<file path="config.mk">
export PLATFORM = sky130hd
export DESIGN_NAME = dsh_fifo
export DESIGN_NICKNAME = d
export VERILOG_FILES = /design/src/rtl/dsh_fifo.sv
export SDC_FILE = /design/constraint.sdc
export NUM_CORES = 1
export LEC_CHECK = 0
export ABC_AREA = 1
export BUFFER_PORTS_ARGS = -buffer_cell sky130_fd_sc_hd__buf_2
export CAP_MARGIN = 20
export CORE_MARGIN = 3
export CORE_UTILIZATION = 45
export CTS_CLUSTER_DIAMETER = 100
export DETAILED_ROUTE_END_ITERATION = 8
export PLACE_DENSITY = 0.71
export SLEW_MARGIN = 20
export SYNTH_ARGS = -nofsm -noshare
export SYNTH_HDL_FRONTEND = slang
export SYNTH_SLANG_ARGS = --single-unit
</file>
<file path="constraint.sdc">
create_clock -name clk_i -period 1.8 [get_ports clk_i]
set_input_delay 0.09 -clock clk_i [delete_from_list [all_inputs] [get_ports clk_i]]
set_output_delay 0.09 -clock clk_i [all_outputs]
set_load 0.005 [all_outputs]
</file>
<file path="src/rtl/dsh_fifo.sv">
// small first-word fall-through queue in flip-flops
module dsh_fifo #(
  parameter int WIDTH = 8,
  parameter int DEPTH = 2
) (
  input  logic                       clk_i,
  input  logic                       rst_ni,
  input  logic                       push_i,
  input  logic [WIDTH-1:0]           wdata_i,
  output logic                       full_o,
  input  logic                       pop_i,
  output logic [WIDTH-1:0]           rdata_o,
  output logic                       empty_o,
  output logic [$clog2(DEPTH+1)-1:0] count_o
);

  localparam int PTR_W = $clog2(DEPTH);
  localparam int CNT_W = $clog2(DEPTH+1);

  logic [WIDTH-1:0] mem_q [DEPTH];
  logic [PTR_W-1:0] wr_ptr_q, wr_ptr_d, rd_ptr_q, rd_ptr_d;
  logic [CNT_W-1:0] cnt_q, cnt_d;
  logic             do_push, do_pop;

  assign full_o  = (cnt_q == CNT_W'(DEPTH));
  assign empty_o = (cnt_q == '0);
  assign count_o = cnt_q;
  assign rdata_o = mem_q[rd_ptr_q];
  assign do_push = push_i && !full_o;
  assign do_pop  = pop_i && !empty_o;

  always_comb begin
    wr_ptr_d = wr_ptr_q;
    rd_ptr_d = rd_ptr_q;
    cnt_d    = cnt_q;
    if (do_push) begin
      wr_ptr_d = (wr_ptr_q == PTR_W'(DEPTH-1)) ? '0 : wr_ptr_q + 1'b1;
    end
    if (do_pop) begin
      rd_ptr_d = (rd_ptr_q == PTR_W'(DEPTH-1)) ? '0 : rd_ptr_q + 1'b1;
    end
    if (do_push && !do_pop) begin
      cnt_d = cnt_q + 1'b1;
    end else if (do_pop && !do_push) begin
      cnt_d = cnt_q - 1'b1;
    end
  end

  always_ff @(posedge clk_i or negedge rst_ni) begin
    if (!rst_ni) begin
      wr_ptr_q <= '0;
      rd_ptr_q <= '0;
      cnt_q    <= '0;
    end else begin
      wr_ptr_q <= wr_ptr_d;
      rd_ptr_q <= rd_ptr_d;
      cnt_q    <= cnt_d;
    end
  end

  always_ff @(posedge clk_i) begin
    if (do_push) begin
      mem_q[wr_ptr_q] <= wdata_i;
    end
  end

endmodule

</file>
==> results.sh <==
export IMPL_htreeDepth=1
export IMPL_antenna_found_initial=0
export IMPL_io_pins=24
export IMPL_avgViaCountPerCell=4.32
export IMPL_p_total_mw=1.49
export IMPL_wirelength_um=1500
export IMPL_fin_crit_ns=1.43
export IMPL_layout_nets=123
export IMPL_crit_required_ns=1.99
export IMPL_coreArea_um2=1590
export IMPL_grtUsageTotal=0.142
export IMPL_die_w_um=48.4
export IMPL_path_clk_slew_ns=0.11
export IMPL_final_common_cell="nand2_1"
export IMPL_wl_per_cell_um=11.3
export IMPL_rsz0062_at_grt="no"
export IMPL_drv_slew=0
export IMPL_place_congestion=0.746
export IMPL_drive_gt1_frac=0.275
export IMPL_firstDrtPassIters=3
export IMPL_path_class="flop to flop"
export IMPL_fin_tns_setup_ns=0
export IMPL_cts_max_path_buffers=2
export IMPL_stdcell_area_um2=1070
export IMPL_dp_cells=120
export IMPL_cts_sink_count=20
export IMPL_top_usage_layer="met2"
export IMPL_final_cell_mix="33 x nand2_1, 23 x buf_2, 16 x edfxtp_1, 9 x dlygate4sd3_1, 7 x inv_1"
export IMPL_cp_start_kind="flop"
export IMPL_critical_path_max_stage_delay_ns=0.48
export IMPL_grt_start_max_net_pins=12
export IMPL_clk_latency_ns=0.29
export IMPL_arrival_ns=1.62
export IMPL_synth_area_per_cell_um2=11.1
export IMPL_place_ws_ns=0.390
export IMPL_yosysWarnings=0
export IMPL_layout_setup_ws_ns=0.372
export IMPL_p_leak_nw=0.511
export IMPL_fin_util=0.673
export IMPL_syn_area_um2=810
export IMPL_vias=574
export IMPL_setup_violations=0
export IMPL_cp_common_cell="nand2_1"
export IMPL_hp_class="input port to flop"
export IMPL_synth_adder_area_share=0.0155
export IMPL_yosysUniqueCellTypes=14
export IMPL_yosysTopAreaCell="edfxtp_1"
export IMPL_status="complete, no violations"
export IMPL_root_buffer="clkbuf_4"
export IMPL_path_cells="o21ai_0 > ha_1 > inv_1 > nand3_1 > nand2_1 > nand2_1"
export IMPL_cp_end_kind="flop"
export IMPL_start_util=0.508
export IMPL_max_freq_ghz=0.700
export IMPL_grtUsageMet3=0.0215
export IMPL_diodes=0
export IMPL_synthTopCellsByArea="edfxtp_1 59%, nand2_1 15%, dfrtp_1 12%"
export IMPL_placed_cell_area_um2=957
export IMPL_instances_no_fill=133
export IMPL_fin_crit_sh=0.794
export IMPL_synth_xor_area_frac=0.0108
export IMPL_cts_resized_gates=0
export IMPL_cp_max_fo=8
export IMPL_drc=0
export IMPL_synth_simple_gate_area_frac=0.201
export IMPL_clock_skew_ns=0.00957
export IMPL_synthMuxAreaShare=0
export IMPL_syn_inst=73
export IMPL_synth_nets=86
export IMPL_grt_pass1_wl_um=2630
export IMPL_met1_usage=0.174
export IMPL_slowest_stage="dfrtp_1"
export IMPL_dieArea_um2=2340
export IMPL_synth_compound_area_frac=0.0124
export IMPL_synth_top_area_share=0.594
export IMPL_drtIter0Drc=5
export IMPL_grt_ovfl_total=0
export IMPL_ys_seq_elements=20
export IMPL_ys_seq_area_frac=0.717
export IMPL_dpl_hpwl_um=1040
export IMPL_hold_viol_final=0
export IMPL_drv_cap=0
export IMPL_rows=14
export IMPL_ant_nets=0
export IMPL_cts_tree="built"
export IMPL_layout_area_overhead_vs_synth_pct=32.6
export IMPL_grt_pass1_vias=613
export IMPL_max_slew_margin=0.768
export IMPL_synth_top_family_by_area="simple AND/OR/NAND/NOR gates"
export IMPL_irDropWorstVdd_mv=0.854
export IMPL_whs_ns=0.0363
export IMPL_max_slew_worst_pin_slew_ns=0.348
export IMPL_grtUsageMet2=0.261
export IMPL_critical_path_buf_inv_count=1
export IMPL_die_h_um=48.4
export IMPL_cp_top_family="flip-flops"
export IMPL_port_buffers=23
export IMPL_power_density_nw_per_um2=1390
export IMPL_cts_buffers=3
[registers in the layout, indices dropped and copies added, names as in the netlist]
register  cells
rd_ptr_q      1
mem_q        16
count_o       2
wr_ptr_q      1
[area by class of cell]
type                       count  area (um^2)
tap                           24         30.0
fill                         129          520
timing repair buffer          33          213
multi-input combinational     44          194
clock buffer                   4         26.3
sequential                    20          581
inverter                       8         30.0
[power breakdown]
group	internal, mW	total (mW)	switching, mW
clock network	0.0859	0.209	0.123
logic	0.238	0.547	0.309
registers	0.642	0.735	0.0928
total	0.966	1.49	0.525
[kinds of logic after synthesis]
family,Yosys count
AOI/OAI and AO/OA,2
xor gates and xnor gates,1
adders and majority gates,1
buffers and inverters,9
DFF,20
and+or+nand+nor,40
[tightest hold or removal path, stage by stage]
cell	delay [ns]
buf_2	0.08
nand3b_1	0.07
nand2_1	0.05
[metal layers]
| layer | up-vias | wire (um) |
|---|---|---|
| met5 | - | 0 |
| met2 | 14 | 759 |
| met1 | 253 | 686 |
| li1 | 307 | - |
| met3 | 0 | 52 |
| met4 | 0 | 0 |
[worst paths after layout]
path,cells after the start,from,slack (ns),end
hold / removal,3,pop_i,0.04,rd_ptr_q$_DFFE_PN0P_
setup / recovery,6,count_o[0]$_DFFE_PN0P_,0.37,count_o[1]$_DFFE_PN0P_
min in group asynchronous,2,rst_ni,0.15,count_o[0]$_DFFE_PN0P_
setup reg to reg,6,count_o[0]$_DFFE_PN0P_,0.37,count_o[1]$_DFFE_PN0P_
hold reg to reg,2,wr_ptr_q$_DFFE_PN0N_,0.50,wr_ptr_q$_DFFE_PN0N_
max in group asynchronous,2,rst_ni,1.53,rd_ptr_q$_DFFE_PN0P_
[what timing repair did]
action,4_1_cts,5_1_grt
hold buffers,9,0
buffers inserted,0,0
endpoints found under the hold margin,20,0
[synthesized netlist by cell type]
master,n
nand4_1,1
buf_2,1
o21ai_0,2
inv_1,7
xnor2_1,1
nand2_1,33
ha_1,1
inv_2,1
nand3_1,1
nor2_1,2
edfxtp_1,16
dfrtp_1,4
nor2_2,2
nand3b_1,1
Power figures use the tool's default switching activity.
